===== src/rtl/assert_macros.svh =====
// assertion helpers shared by the rtl
`ifndef ASSERT_MACROS_SVH
`define ASSERT_MACROS_SVH

// checked on every edge out of reset
`define XEE_ASSERT(lbl, clk, rst_n, prop, msg) \
  lbl: assert property (@(posedge clk) disable iff (!rst_n) prop) else $error(msg);

// checked on every edge, reset included
`define XEE_ASSERT_ALWAYS(lbl, clk, prop, msg) \
  lbl: assert property (@(posedge clk) prop) else $error(msg);

`endif


===== src/rtl/xee_pkg.sv =====
package xee_pkg;

  localparam logic [1:0] MODE_PASS = 2'd0;
  localparam logic [1:0] MODE_ATTR = 2'd1;
  localparam logic [1:0] MODE_TEXT = 2'd2;

  localparam int unsigned IDX_W = 3;

  typedef enum logic [2:0] {
    ENT_NONE,
    ENT_QUOT,
    ENT_LT,
    ENT_GT,
    ENT_AMP,
    ENT_LF,
    ENT_CR,
    ENT_TAB
  } ent_e;

  typedef struct packed {
    logic [7:0] in_byte;
    logic       in_final;
  } in_beat_t;

  typedef struct packed {
    logic [7:0] out_byte;
    logic       run_last;
    logic       message_end;
  } out_beat_t;

  typedef struct packed {
    logic busy;
    logic adv;
  } xee_status_t;

  // number of output bytes for an entity
  function automatic logic [IDX_W-1:0] ent_len(ent_e ent);
    logic [IDX_W-1:0] n;
    case (ent)
      ENT_NONE: n = 3'd1;
      ENT_QUOT: n = 3'd6;
      ENT_LT:   n = 3'd4;
      ENT_GT:   n = 3'd4;
      default:  n = 3'd5;
    endcase
    return n;
  endfunction

  // byte number idx of the sequence for ent, raw byte for no entity
  function automatic logic [7:0] ent_char(ent_e ent, logic [IDX_W-1:0] idx, logic [7:0] raw);
    logic [7:0] c;
    logic [7:0] tail;
    c = "&";
    tail = ";";
    case (ent)
      ENT_NONE: c = raw;
      ENT_QUOT: begin
        case (idx)
          3'd0:    c = "&";
          3'd1:    c = "q";
          3'd2:    c = "u";
          3'd3:    c = "o";
          3'd4:    c = "t";
          default: c = tail;
        endcase
      end
      ENT_LT, ENT_GT: begin
        case (idx)
          3'd0:    c = "&";
          3'd1:    c = (ent == ENT_LT) ? "l" : "g";
          3'd2:    c = "t";
          default: c = tail;
        endcase
      end
      ENT_AMP: begin
        case (idx)
          3'd0:    c = "&";
          3'd1:    c = "a";
          3'd2:    c = "m";
          3'd3:    c = "p";
          default: c = tail;
        endcase
      end
      default: begin
        // numeric character references
        case (idx)
          3'd0: c = "&";
          3'd1: c = "#";
          3'd2: c = "x";
          3'd3: begin
            case (ent)
              ENT_LF:  c = "A";
              ENT_CR:  c = "D";
              default: c = "9";
            endcase
          end
          default: c = tail;
        endcase
      end
    endcase
    return c;
  endfunction

endpackage


===== src/rtl/xee_classify.sv =====
module xee_classify (
  input  logic [1:0]    mode_i,
  input  logic [7:0]    byte_i,
  output xee_pkg::ent_e ent_o
);
  import xee_pkg::*;

  always_comb begin
    ent_o = ENT_NONE;
    case (mode_i)
      MODE_ATTR: begin
        case (byte_i)
          8'h22:   ent_o = ENT_QUOT;
          8'h3C:   ent_o = ENT_LT;
          8'h26:   ent_o = ENT_AMP;
          8'h0A:   ent_o = ENT_LF;
          8'h0D:   ent_o = ENT_CR;
          8'h09:   ent_o = ENT_TAB;
          default: ent_o = ENT_NONE;
        endcase
      end
      MODE_TEXT: begin
        case (byte_i)
          8'h3C:   ent_o = ENT_LT;
          8'h3E:   ent_o = ENT_GT;
          8'h26:   ent_o = ENT_AMP;
          default: ent_o = ENT_NONE;
        endcase
      end
      // pass-through and the unused code
      default: ent_o = ENT_NONE;
    endcase
  end

endmodule


===== src/rtl/xee_emit.sv =====
module xee_emit (
  input  logic               clk_i,
  input  logic               rst_ni,
  input  logic               in_valid_i,
  output logic               in_ready_o,
  input  xee_pkg::ent_e      ent_i,
  input  xee_pkg::in_beat_t  in_beat_i,
  output logic               out_valid_o,
  input  logic               out_ready_i,
  output xee_pkg::out_beat_t out_beat_o,
  output xee_pkg::xee_status_t status_o
);
  import xee_pkg::*;

  logic             work_vld_q, work_vld_d;
  ent_e             ent_q, ent_d;
  logic [7:0]       raw_q, raw_d;
  logic             fin_q, fin_d;
  logic [IDX_W-1:0] idx_q, idx_d;

  logic      out_vld_q, out_vld_d;
  out_beat_t out_q, out_d;

  logic adv, work_last, accept;

  assign adv        = !out_vld_q || out_ready_i;
  assign work_last  = (idx_q == ent_len(ent_q) - 3'd1);
  assign in_ready_o = !work_vld_q || (adv && work_last);
  assign accept     = in_valid_i && in_ready_o;

  always_comb begin
    work_vld_d = work_vld_q;
    ent_d      = ent_q;
    raw_d      = raw_q;
    fin_d      = fin_q;
    idx_d      = idx_q;
    if (accept) begin
      work_vld_d = 1'b1;
      ent_d      = ent_i;
      raw_d      = in_beat_i.in_byte;
      fin_d      = in_beat_i.in_final;
      idx_d      = '0;
    end else if (work_vld_q && adv) begin
      if (work_last) begin
        work_vld_d = 1'b0;
      end else begin
        idx_d = idx_q + 3'd1;
      end
    end
  end

  always_comb begin
    out_vld_d = out_vld_q;
    out_d     = out_q;
    if (adv) begin
      out_vld_d         = work_vld_q;
      out_d.out_byte    = ent_char(ent_q, idx_q, raw_q);
      out_d.run_last    = work_last;
      out_d.message_end = work_last && fin_q;
    end
  end

  always_ff @(posedge clk_i or negedge rst_ni) begin
    if (!rst_ni) begin
      work_vld_q <= 1'b0;
      idx_q      <= '0;
      out_vld_q  <= 1'b0;
    end else begin
      work_vld_q <= work_vld_d;
      idx_q      <= idx_d;
      out_vld_q  <= out_vld_d;
    end
  end

  always_ff @(posedge clk_i) begin
    ent_q <= ent_d;
    raw_q <= raw_d;
    fin_q <= fin_d;
    out_q <= out_d;
  end

  assign out_valid_o     = out_vld_q;
  assign out_beat_o      = out_q;
  assign status_o.busy   = work_vld_q;
  assign status_o.adv    = adv;

endmodule


===== src/rtl/xml_entity_escaper.sv =====
// an accepted input beat passes through the work register, then the output register
// throughput: one input beat per cycle for bytes copied as they are, while the output
//   takes beats; an escaped byte holds the input until its entity (4 to 6 bytes) is
//   out, the emit stage stepping one entity byte per cycle while the output takes beats
// reset: asynchronous active low, clears both stages and sets pass-through mode
`include "assert_macros.svh"

module xml_entity_escaper (
  input  logic               clk_i,
  input  logic               rst_ni,
  // escape mode register write
  input  logic               cfg_valid_i,
  output logic               cfg_ready_o,
  input  logic [1:0]         cfg_data_i,
  // raw text beats
  input  logic               in_valid_i,
  output logic               in_ready_o,
  input  xee_pkg::in_beat_t  in_beat_i,
  // escaped text beats
  output logic               out_valid_o,
  input  logic               out_ready_i,
  output xee_pkg::out_beat_t out_beat_o
);
  import xee_pkg::*;

  logic [1:0]  mode_q, mode_d;
  ent_e        ent;
  xee_status_t st;
  logic        end_ok, fill_due, take_busy;

  // mode register, always ready to take a write
  assign cfg_ready_o = 1'b1;

  always_comb begin
    mode_d = mode_q;
    if (cfg_valid_i) begin
      mode_d = cfg_data_i;
    end
  end

  always_ff @(posedge clk_i or negedge rst_ni) begin
    if (!rst_ni) begin
      mode_q <= MODE_PASS;
    end else begin
      mode_q <= mode_d;
    end
  end

  // pick the entity while the beat is still at the input, so the work
  // register holds everything needed to emit the run
  xee_classify u_classify (
    .mode_i (mode_q),
    .byte_i (in_beat_i.in_byte),
    .ent_o  (ent)
  );

  // work register steps through the entity, output register parts the sides
  xee_emit u_emit (
    .clk_i       (clk_i),
    .rst_ni      (rst_ni),
    .in_valid_i  (in_valid_i),
    .in_ready_o  (in_ready_o),
    .ent_i       (ent),
    .in_beat_i   (in_beat_i),
    .out_valid_o (out_valid_o),
    .out_ready_i (out_ready_i),
    .out_beat_o  (out_beat_o),
    .status_o    (st)
  );

  // terms for the checks below
  assign end_ok    = !out_beat_o.message_end || out_beat_o.run_last;
  assign fill_due  = st.busy && !out_valid_o;
  assign take_busy = in_valid_i && in_ready_o && st.busy;

  // end of message only ever rides on the last byte of a run
  `XEE_ASSERT_ALWAYS(a_end_on_last, clk_i, out_valid_o |-> end_ok, "message_end without run_last")
  // a busy work stage always fills an empty output register
  `XEE_ASSERT(a_work_fills_out, clk_i, rst_ni, fill_due |=> out_valid_o, "output not filled")
  // a new beat is taken only when the work stage is free or drains this cycle
  `XEE_ASSERT(a_accept_drains, clk_i, rst_ni, take_busy |-> st.adv, "beat taken over a stalled run")

endmodule


===== config.mk =====
export PLATFORM = sky130hd
export DESIGN_NAME = xml_entity_escaper
export DESIGN_NICKNAME = d
export VERILOG_FILES = /design/src/rtl/xee_pkg.sv /design/src/rtl/xee_classify.sv /design/src/rtl/xee_emit.sv /design/src/rtl/xml_entity_escaper.sv
export VERILOG_INCLUDE_DIRS = /design/src /design/src/rtl
export SDC_FILE = /design/constraint.sdc
export NUM_CORES = 1
export LEC_CHECK = 0
export BUFFER_PORTS_ARGS = -buffer_cell sky130_fd_sc_hd__clkbuf_2
export CAP_MARGIN = 10
export CORE_MARGIN = 1.5
export CORE_UTILIZATION = 61
export DETAILED_ROUTE_END_ITERATION = 10
export GPL_ROUTABILITY_DRIVEN = 0
export HOLD_SLACK_MARGIN = 0.03
export PLACE_DENSITY_LB_ADDON = 0.15
export RECOVER_POWER = 100
export SLEW_MARGIN = 20
export SYNTH_ARGS = -nofsm -noshare
export SYNTH_HDL_FRONTEND = slang
export SYNTH_HIERARCHICAL = 1
export SYNTH_SLANG_ARGS = --single-unit

===== constraint.sdc =====
create_clock -name clk_i -period 7.3 [get_ports clk_i]
set_clock_uncertainty 0.15 [all_clocks]
set_input_delay 0.365 -clock clk_i [delete_from_list [all_inputs] [get_ports clk_i]]
set_output_delay 0.365 -clock clk_i [all_outputs]
set_load 0.01 [all_outputs]

* Word-level counts from Yosys, hierarchy flattened
Index checks and enable logic that the tools add are counted.
Word-level totals: register bits 29, bits of input ports 16, output and inout bits 13, logic and storage cells 65
Cells by class: add/subtract/negate cells 2, equality and inequality tests 21, muxes and demuxes 17, reductions and logical operators 15
Operators by type and width (count):
- $pmux W8 S4 | 2
- $pmux W7 S5 | 1
- $eq A8 B6 Y1 const B | 4
- $pmux W7 S4 | 1
- $eq A8 B4 Y1 const B | 3
- $pmux W8 S3 | 1
- $pmux W3 S3 | 2
- $pmux W3 S6 | 1
- $pmux W7 S2 | 1
- $eq A3 B2 Y1 const B | 4
- $eq A3 B3 Y1 const B | 4
- $mux W3 | 3
- $eq A3 B1 Y1 const B | 2
- $logic_not A3 Y1 | 2
- $pmux W3 S2 | 1
- $logic_and A1 B1 Y1 | 4
- $mux W4 | 1
- $reduce_and A2 Y1 | 2
- $reduce_bool A2 Y1 | 2
- $add A3 B1 Y3 const B | 1
- $eq A3 B3 Y1 | 1
- $mux W1 | 3
- $sub A3 B1 Y3 const B | 1
- $eq A2 B1 Y1 const B | 1
- other kinds (5) | 7

* Longest topological paths before layout
Gate-level depths: netlist of the first run.
depth in word-level cells 10, gate-level depth with buffers 9, gate-level depth less buffers 8

* By module
Netlist of the first run, hierarchy kept.
Modules (own cells, without submodules):
- xee_emit | instances 1, cells an instance 154, area each 1580.3 µm², sequential area each 785.8 µm²
- xee_classify | instances 1, cells an instance 24, area each 198.9 µm², sequential area each 0.0 µm²
- xml_entity_escaper | instances 1, cells an instance 6, area each 83.8 µm², sequential area each 50.0 µm²

* Least setup slack after synthesis of the first run
Ideal clock, no wire load.
path kind register to register, start register u_emit.ent_q[2], end register u_emit.ent_q[0] (enable), arrival time 2.116 ns, data required time 6.795 ns, path slack 4.679 ns, stages on the path, launching flop included 10, path buffers 1, clock period less this slack 2.621 ns, cell sequence edfxtp_1 buf_2 nor2_1 nand2_1 ha_1 xor2_2 nand3b_1 a31oi_4 a21bo_1 and2_1
Between the ends: cells in the longest elaborated chain, start to end 8
Ends and longest elaborated chain:
- start: declaration | RTL line xee_emit.sv:16 | ent_e ent_q, ent_d;
- start signal: assignment | RTL line xee_emit.sv:76 | ent_q <= ent_d;
- $eq A3 B2 Y1 | RTL line xee_pkg.sv:39 | case (ent)
- $reduce_or A2 Y1 (no line)
- $pmux W3 S3 (*) | RTL line xee_pkg.sv:39
- $sub A3 B1 Y3 (*) | RTL line xee_emit.sv:27 | assign work_last = (idx_q == ent_len(ent_q) - 3'd1);
- $eq A3 B3 Y1 (*) | RTL line xee_emit.sv:27
- net u_emit.work_last | RTL line xee_emit.sv:24 | logic adv, work_last, accept;
- $logic_and A1 B1 Y1 (*) | RTL line xee_emit.sv:28 | assign in_ready_o = !work_vld_q || (adv && work_last);
- $logic_or A1 B1 Y1 (*) | RTL line xee_emit.sv:28
- net in_ready_o | RTL line xml_entity_escaper.sv:17 | output logic in_ready_o,
- $logic_and A1 B1 Y1 (*) | RTL line xee_emit.sv:29 | assign accept = in_valid_i && in_ready_o;
- net u_emit.accept | RTL line xee_emit.sv:24
Mark *: on every way through the listed nets, which the timed path passes. The rest lies on a longest branch. A chain may end at the register's enable or synchronous reset.

* Final worst setup path of the first run
start register u_emit.ent_q[2], end register u_emit.raw_q[0] (enable)
Between the ends: cells in the longest elaborated chain, start to end 8
Ends and longest elaborated chain:
- $eq A3 B2 Y1 | RTL line xee_pkg.sv:39
- $reduce_or A2 Y1 (no line)
- $pmux W3 S3 (*) | RTL line xee_pkg.sv:39
- $sub A3 B1 Y3 (*) | RTL line xee_emit.sv:27
- $eq A3 B3 Y1 (*) | RTL line xee_emit.sv:27
- net u_emit.work_last | RTL line xee_emit.sv:24
- $logic_and A1 B1 Y1 (*) | RTL line xee_emit.sv:28
- $logic_or A1 B1 Y1 (*) | RTL line xee_emit.sv:28
- $logic_and A1 B1 Y1 (*) | RTL line xee_emit.sv:29
- net u_emit.accept | RTL line xee_emit.sv:24
- end signal: assignment | RTL line xee_emit.sv:77 | raw_q <= raw_d;
- end: declaration | RTL line xee_emit.sv:17 | logic [7:0] raw_q, raw_d;
Marked as above.

==> flow_metrics.tcl, run 1 <==
set metrics [dict create \
    status "complete, no violations" \
    max_freq_ghz 0.2922 \
    crit_cells 7 \
    viasPerCell 6.412 \
    cp_slowest_cell "edfxtp_1" \
    power_per_cell_area_mw_per_mm2 346.9 \
    hold_buffers 1 \
    syn_nets 206 \
    grt_start_max_net_pins 24 \
    drc 0 \
    relSlewSlack 0.4551 \
    die-area_mm2 0.003369 \
    firstDrtPassIters 7 \
    hold_path_depth 1 \
    finalWorstSetupSlack_ns 3.878 \
    path_max_fanout 23 \
    drive_above_1_share 0.09179 \
    grtUsageTotal 0.2531 \
    postCtsSetupBuffers 0 \
    clock-sinks 29 \
    worst_pin_slew_ns 0.8174 \
    holdWs_ns 0.06090 \
    boundaryPins 29 \
    ctsResizeCount 0 \
    drtAntennaViolNets 0 \
    grt_pass1_wl_um 6410 \
    die_w_um 58.04 \
    cts_tree "yes" \
    path_clk_slew_ns 0.09 \
    utilization 0.7132 \
    grt_overflow 0 \
    cp-start-kind "flip-flop" \
    ys_warn_count 6 \
    holdCritPathClass "input port to flip-flop" \
    final-setup-viol-count 0 \
    path_delay_family "compound AO/OA/AOI/OAI gates" \
    cts-root-buf "clkbuf_4" \
    drv_slew 0 \
    vdd_drop_max_mv 0.2015 \
    max-cap-violations 0 \
    die_y_um 58.04 \
    drt_iter0_drc 158 \
    syn_area_mm2 0.001848 \
    clockBufferDepth 2 \
    final.setup.tns_ns 0 \
    syn2layout_area_growth_pct 8.260 \
    worstPathCellList "o21ba_1 -> ha_1 -> xor2_1 -> nand3_1 -> a31oi_1 -> a21bo_1 -> and2_0" \
    path_buf_inv 0 \
    clkLatencyLatePin_ns 0.33 \
    finalHoldViolations 0 \
    synth_cells 182 \
    num_vias 1526 \
    port_buffers 27 \
    reg2regPathDepth 7 \
    numCtsBuffers 5 \
    nFillCells 213 \
    layout.nets 230 \
    row_count 19 \
    dp_hpwl_um 2797 \
    wl_um 3981 \
    antenna_cells 0 \
    floorplan.initialDensity 0.6588 \
    arrival_ns 3.23 \
    criticalPathCategory "flip-flop to flip-flop" \
    rsz0062_at_grt "no" \
    post_drt_wl_per_cell_um 16.73 \
    worstPathRequired_ns 7.11 \
    grt_pass1_vias 1437 \
    min_period_over_period 0.4688 \
    coreArea_mm2 0.002805 \
    grt_antenna_before_repair 0 \
    htree_num_levels 2 \
    slowest_delay_ns 0.79 \
    power_mw 0.6940 \
    crit_path_end_kind "flip-flop" \
    final_cell_mix "clkbuf_1 (22), edfxtp_1 (22), o21ai_0 (14), nor2_1 (12), nand2_1 (11)" \
    p_leak_nw 0.7928 \
    period_needed_ns 3.422 \
    syn_avg_cell_area_um2 10.15 \
    preCtsSetupSlack_ns 4.260 \
]
[registers in the layout, summed over array words and instances, names as in the netlist]
signal,flops
u_emit/out_valid_o,1
u_emit/out_beat_o,10
mode_q,2
u_emit/ent_q,3
u_emit/raw_q,8
u_emit/work_vld_q,1
u_emit/fin_q,1
u_emit/idx_q,3
[worst reg2reg max path: stages (launching register included)]
cell and delay [ns]:
edfxtp_1 0.79, o21ba_1 0.26, ha_1 0.21, xor2_1 0.30, nand3_1 0.15, a31oi_1 0.42, a21bo_1 0.21, and2_0 0.57
[stage by stage]
| step | cell area, um2 | cells |
|---|---|---|
| final | 2001 | 238 |
| after global routing | 2001 | 238 |
| after CTS | 2069 | 238 |
| after detailed placement | 1974 | 229 |
| after global placement | 1974 | 229 |
| after floorplan | 1848 | 182 |
[where the power goes]
group	leakage (nW)	internal, mW	total [mW]	switching [mW]
logic	0.460	0.122	0.293	0.171
clock network	0.0455	0.0817	0.134	0.0520
registers	0.287	0.223	0.267	0.0440
[final timing paths]
| kind | start | end | slack [ns] |
|---|---|---|---|
| max | u_emit/ent_q[2]$_DFFE_PP_ | u_emit/raw_q[0]$_DFFE_PP_ | 3.88 |
| min | in_beat_i[0] | u_emit/fin_q$_DFFE_PP_ | 0.06 |
| max reg2reg | u_emit/ent_q[2]$_DFFE_PP_ | u_emit/raw_q[0]$_DFFE_PP_ | 3.88 |
| min reg2reg | mode_q[1]$_DFFE_PN0P_ | mode_q[1]$_DFFE_PN0P_ | 0.40 |
| max in group asynchronous | rst_ni | mode_q[1]$_DFFE_PN0P_ | 6.42 |
| min in group asynchronous | rst_ni | u_emit/idx_q[0]$_DFFE_PN0P_ | 0.31 |
[cell type report]
cell class,instances,area (um2),share of cell area
well taps,31,38.79,0.01939
repair buffers,28,118.9,0.05941
flip-flops and latches,29,835.8,0.4178
clock inverters,1,30.03,0.01501
clock buffers,7,55.05,0.02752
multi-input cells,133,888.4,0.4440
inverters,9,33.78,0.01689
[layer usage]
layer  share of wire  routed length (um)  up-vias  track usage
met5               0                   0        -            0
met4           0.024                  97        0       0.1163
met3           0.083                 332       14      0.07589
met2            0.48                1914       89       0.4172
met1            0.41                1637      700       0.3050
li1                -                   -      723            -
Power figures use the tool's default switching activity.
==> run 2, diff against run 1 <==
--- a/config.mk
+++ b/config.mk
@@ -9,7 +9,7 @@
 export BUFFER_PORTS_ARGS = -buffer_cell sky130_fd_sc_hd__clkbuf_2
 export CAP_MARGIN = 10
 export CORE_MARGIN = 1.5
-export CORE_UTILIZATION = 61
+export CORE_UTILIZATION = 56
 export DETAILED_ROUTE_END_ITERATION = 10
 export GPL_ROUTABILITY_DRIVEN = 0
 export HOLD_SLACK_MARGIN = 0.03
==> constraint.sdc (replaced) <==
create_clock -name clk_i -period 3.35 [get_ports clk_i]
set_clock_uncertainty 0.15 [all_clocks]
set_input_delay 0.1675 -clock clk_i [delete_from_list [all_inputs] [get_ports clk_i]]
set_output_delay 0.1675 -clock clk_i [all_outputs]
set_load 0.01 [all_outputs]
==> run 2 against run 1 <==
Compared with the run above:
- first-iteration DRC count is 5.7% lower
- via count is 5.8% higher
- non-clock buffer count is 16 higher
- flip-flop and latch count stayed put
- critical endpoint is now u_emit/raw_q[6]$_DFFE_PP_
- largest cell class unchanged
==> flow_metrics.tcl, run 2 (synthesis gave the netlist of run 1 again) <==
set metrics [dict create \
    status "complete, no violations" \
    row_count 20 \
    p_leak_nw 0.8495 \
    wl_um 4048 \
    port_buffers 27 \
    boundaryPins 29 \
    max-cap-violations 0 \
    dp_hpwl_um 2813 \
    syn2layout_area_growth_pct 16.11 \
    rsz0062_at_grt "no" \
    viasPerCell 6.045 \
    criticalPathCategory "flip-flop to flip-flop" \
    postCtsSetupBuffers 0 \
    relSlewSlack 0.4667 \
    coreArea_mm2 0.003103 \
    firstDrtPassIters 4 \
    path_max_fanout 15 \
    min_period_over_period 0.9044 \
    drive_above_1_share 0.09865 \
    max_freq_ghz 0.3301 \
    fin_area_mm2 0.002146 \
    drc 0 \
    final_cell_mix "clkbuf_1 (22), edfxtp_1 (22), dlygate4sd3_1 (15), o21ai_0 (14), nor2_1 (12)" \
    floorplan.initialDensity 0.5956 \
    grt_antenna_before_repair 0 \
    num_vias 1614 \
    grt_overflow 0 \
    drv_slew 0 \
    grt_start_max_net_pins 20 \
    cts_tree "yes" \
    crit_path_end_kind "flip-flop" \
    final.setup.tns_ns 0 \
    period_needed_ns 3.030 \
    numCtsBuffers 5 \
    die-area_mm2 0.003654 \
    worst_pin_slew_ns 0.8000 \
    grt_pass1_wl_um 6527 \
    nFillCells 271 \
    grtUsageTotal 0.2452 \
    post_drt_wl_per_cell_um 15.16 \
    cts-root-buf "clkbuf_4" \
    power_mw 1.419 \
    arrival_ns 2.85 \
    worstPathRequired_ns 3.17 \
    cp-start-kind "flip-flop" \
    largest_reg_flops 10 \
    post_dp_cell_area_mm2 0.002006 \
    final-setup-viol-count 0 \
    clock-sinks 29 \
    die_w_um 60.45 \
    ctsResizeCount 0 \
    die_y_um 60.45 \
    vdd_drop_max_mv 0.3197 \
    power_per_cell_area_mw_per_mm2 661.3 \
    layout.nets 246 \
    path_clk_slew_ns 0.09 \
    clkLatencyLatePin_ns 0.33 \
    clockBufferDepth 2 \
    holdCritPathClass "input port to async pin" \
    utilization 0.6915 \
    holdWs_ns 0.1042 \
    finalHoldViolations 0 \
    drtAntennaViolNets 0 \
    antenna_cells 0 \
    htree_num_levels 2 \
    grt_pass1_vias 1434 \
    drt_iter0_drc 149 \
]
-- run 2: final timing paths --
kind	from	to	slack [ns]	cells after the start
setup / recovery	u_emit/ent_q[1]$_DFFE_PP_	u_emit/raw_q[6]$_DFFE_PP_	0.32	7
hold / removal	rst_ni	u_emit/idx_q[1]$_DFFE_PN0P_	0.10	2
min in group clk_i	u_emit/raw_q[7]$_DFFE_PP_	u_emit/out_beat_o[9]$_DFFE_PP_	0.38	1
setup reg to reg	u_emit/ent_q[1]$_DFFE_PP_	u_emit/raw_q[6]$_DFFE_PP_	0.32	7
max in group asynchronous	rst_ni	u_emit/idx_q[0]$_DFFE_PN0P_	2.66	2
hold reg to reg	u_emit/raw_q[7]$_DFFE_PP_	u_emit/out_beat_o[9]$_DFFE_PP_	0.38	1
-- run 2: what timing repair did --
item                                   CTS  global route
setup endpoints to repair                0             0
endpoints found under the hold margin   19             0
hold buffers                            15             0
-- run 2: cell type report --
class                           count  area, um2  area share
Multi-Input combinational cell    133      895.9      0.4175
Tap cell                           44      55.05     0.02566
Sequential cell                    29      835.8      0.3895
Clock inverter                      2      10.01    0.004665
Timing Repair Buffer               44      274.0      0.1277
Inverter                            9      33.78     0.01574
Clock buffer                        6      41.29     0.01924
-- run 2: power by group --
group	switching [mW]	internal (mW)	leakage [nW]
clock	0.119	0.0797	0.0320
sequential	0.0804	0.487	0.287
combinational	0.373	0.280	0.530
total	0.572	0.847	0.850
-- run 2: worst max-delay path: stages, from the launching register on --
cell	delay, ns
edfxtp_1	0.58
o21ba_2	0.30
ha_1	0.22
xor2_2	0.17
nand3b_1	0.19
a31oi_1	0.38
a21bo_1	0.21
and2_1	0.47
-- run 2: per-stage QoR --
step	setup slack, ns	cells
after global routing	0.1467	267
after detailed placement	0.4402	244
after global placement	0.5377	244
after floorplan	0.7288	182
final	0.3204	267
after CTS	0.4232	267
-- run 2: metal layers --
metal / track usage / share of wire / vias to the layer above
li1: - / - / 754
met1: 0.3151 / 0.42 / 754
met2: 0.3866 / 0.48 / 93
met3: 0.06610 / 0.079 / 13
met4: 0.1180 / 0.022 / 0
met5: 0 / 0 / -
==> run 3, diff against run 2 <==
--- a/config.mk
+++ b/config.mk
@@ -9,7 +9,7 @@
 export BUFFER_PORTS_ARGS = -buffer_cell sky130_fd_sc_hd__clkbuf_2
 export CAP_MARGIN = 10
 export CORE_MARGIN = 1.5
-export CORE_UTILIZATION = 56
+export CORE_UTILIZATION = 57
 export DETAILED_ROUTE_END_ITERATION = 10
 export GPL_ROUTABILITY_DRIVEN = 0
 export HOLD_SLACK_MARGIN = 0.03
@@ -18,5 +18,4 @@
 export SLEW_MARGIN = 20
 export SYNTH_ARGS = -nofsm -noshare
 export SYNTH_HDL_FRONTEND = slang
-export SYNTH_HIERARCHICAL = 1
 export SYNTH_SLANG_ARGS = --single-unit
==> run 3 against run 2 <==
Compared with the run above:
- area after synthesis rose by 7.4%
- synthesized cell count rose by 13%
- clock power rose by 51%
- largest power group unchanged
- highest routed layer unchanged
==> flow_metrics.tcl, run 3 <==
set metrics [dict create \
    grt_antenna_before_repair 0 \
    yosys-top-cells-count "edfxtp_1 (22), nor2_1 (19), a21oi_1 (17)" \
    path_clk_slew_ns 0.09 \
    grt_pass1_vias 1601 \
    synth-seq-cells 29 \
    path_delay_family "multiplexers" \
    worst_pin_slew_ns 0.8656 \
    power_per_cell_area_mw_per_mm2 685.1 \
    clockBufferDepth 2 \
    syn_nets 231 \
    ys_seq_area_frac 0.4209 \
    floorplan.initialDensity 0.5951 \
    antenna_cells 0 \
    multiInputGateArea_mm2 0.001025 \
    grt_overflow 0 \
    yosysUniqueCellTypes 57 \
    cpMostUsedCell "o21ai_2" \
    finalHoldViolations 0 \
    htree_num_levels 2 \
    port_buffers 27 \
    synth_area_leaders "edfxtp_1 (33%), dfrtp_1 (8.8%), ha_1 (5.7%)" \
    wl_um 4410 \
    syn_area_mm2 0.001986 \
    synth_xor_area_frac 0.01827 \
    nFillCells 264 \
    clock-sinks 29 \
    final-setup-viol-count 0 \
    ys.flop_type "edfxtp_1" \
    die_w_um 62.02 \
    final_common_cell "clkbuf_1" \
    synthArstFlopShare 0.2414 \
    yosysMostFrequentCell "edfxtp_1" \
    die_y_um 62.02 \
    final_cell_mix "clkbuf_1 (23), edfxtp_1 (22), nor2_1 (19), a21oi_1 (17), dlygate4sd3_1 (17)" \
    cp_slowest_cell "mux2i_1" \
    cp-start-kind "flip-flop" \
    firstDrtPassIters 5 \
    grt_start_max_net_pins 26 \
    arrival_ns 2.62 \
    path_max_fanout 25 \
    synth_fa_ha_area_frac 0.05671 \
    syn2layout_area_growth_pct 18.71 \
    worstPathCellList "buf_4 -> nor2b_1 -> nand2_1 -> ha_1 -> xnor2_4 -> mux2i_1 -> o21ai_2 -> o21ai_2 -> clkbuf_1" \
    coreArea_mm2 0.003337 \
    layout.nets 274 \
    row_count 21 \
    relSlewSlack 0.4230 \
    regArea_um2 835.8 \
    synth_cells 206 \
    boundaryPins 29 \
    clkLatencyLatePin_ns 0.32 \
    die-area_mm2 0.003846 \
    period_needed_ns 2.933 \
    dp_hpwl_um 3068 \
    rsz0062_at_grt "no" \
    synth_top_area_share 0.3327 \
    vdd_drop_max_mv 0.3240 \
    synth_top_family_by_area "compound AO/OA/AOI/OAI gates" \
    grt_pass1_wl_um 7148 \
    drive_above_1_share 0.1000 \
    criticalPathCategory "flip-flop to output pin" \
    drtAntennaViolNets 0 \
    synth_compound_area_frac 0.2237 \
    cts_tree "yes" \
    largest_reg_flops 10 \
    path_buf_inv 2 \
    status "complete, no violations" \
    numCtsBuffers 5 \
    holdWs_ns 0.1162 \
    num_vias 1775 \
    final.setup.tns_ns 0 \
    synth_edf_count 22 \
    cts-root-buf "clkbuf_4" \
    max-cap-violations 0 \
    holdCritPathClass "input port to async pin" \
    synth-simple-area-share 0.1884 \
    muxShareOfSynthArea 0.03718 \
    worstPathRequired_ns 3.03 \
    slowest_delay_ns 0.43 \
    synth_top_area_cell "edfxtp_1" \
    syn_avg_cell_area_um2 9.639 \
    drc 0 \
    ys_warn_count 0 \
    min_period_over_period 0.8754 \
    drt_iter0_drc 172 \
    max_freq_ghz 0.3410 \
    grtUsageTotal 0.2549 \
    post_drt_wl_per_cell_um 14.90 \
    drv_slew 0 \
    p_leak_nw 0.8727 \
    viasPerCell 5.997 \
    crit_path_end_kind "output pin" \
]
run 3: worst reg2reg max path: stages (launching register included):
cell,delay [ns]
edfxtp_1,0.36
buf_4,0.25
nor2b_1,0.21
nand2_1,0.09
ha_1,0.25
xnor2_4,0.23
mux2i_1,0.43
o21ai_2,0.11
o21ai_2,0.19
and2_0,0.15
buf_4,0.19
run 3: final timing paths:
path,start,endpoint,slack [ns],cells past startpoint
worst max-delay path,u_emit.ent_q[0]$_DFFE_PP_,in_ready_o,0.42,9
worst min-delay path,rst_ni,u_emit.idx_q[1]$_DFFE_PN0P_,0.12,2
worst max register to register,u_emit.ent_q[0]$_DFFE_PP_,u_emit.raw_q[2]$_DFFE_PP_,0.44,10
worst min register to register,u_emit.raw_q[7]$_DFFE_PP_,u_emit.out_beat_o[9]$_DFFE_PP_,0.42,1
max in group asynchronous,rst_ni,u_emit.out_valid_o$_DFFE_PN0P_,2.65,2
min in group clk_i,in_beat_i[0],u_emit.fin_q$_DFFE_PP_,0.41,2
run 3: area by class of cell:
class,count,share of cell area
Multi-Input combinational cell,153,0.4347
Sequential cell,29,0.3546
Timing Repair Buffer,49,0.1327
Tap cell,46,0.02442
Clock buffer,7,0.02335
Inverter,11,0.01752
Clock inverter,1,0.01274
run 3: report_power, final:
part | switching, mW | total [mW] | leakage [nW] | internal, mW
sequential | 0.0569 | 0.543 | 0.289 | 0.486
clock | 0.123 | 0.301 | 0.0455 | 0.178
combinational | 0.463 | 0.771 | 0.538 | 0.308
run 3: cells by family (layout without fill, tap and decap cells):
kind of cell | after synthesis | after routing
compound gates | 64 | 64
buf+inv | 24 | 68
simple gates | 71 | 71
xor+xnor | 2 | 2
other cells | 1 | 1
fa+ha+maj | 9 | 9
mux | 6 | 6
flops | 29 | 29
run 3: what timing repair did:
item | in CTS | in global routing
buffers inserted | 0 | 0
hold endpoints to repair | 21 | 0
resized for setup | 0 | 0
hold buffers | 17 | 0
run 3: stage by stage:
step | cell area, um2 | worst slack, ns | std cells | power, mW | util
floorplan | 1986 | 0.1868 | 206 | 1.128 | -
global placement | 2152 | 0.6704 | 271 | 1.302 | 0.6449
detailed placement | 2152 | 0.5753 | 271 | 1.323 | 0.6449
CTS | 2407 | 0.5208 | 296 | 1.645 | 0.7214
global route | 2357 | 0.1647 | 296 | 1.741 | 0.7064
finish | 2357 | 0.4174 | 296 | 1.615 | 0.7064
run 3: routing by layer:
| metal | routed length, um | up-vias | global-route usage | part of all wire |
|---|---|---|---|---|
| li1 | - | 848 | - | - |
| met1 | 1854 | 827 | 0.3236 | 0.42 |
| met2 | 2182 | 88 | 0.4048 | 0.49 |
| met5 | 0 | - | 0 | 0 |
| met4 | 66 | 0 | 0.1064 | 0.015 |
| met3 | 305 | 12 | 0.07660 | 0.069 |
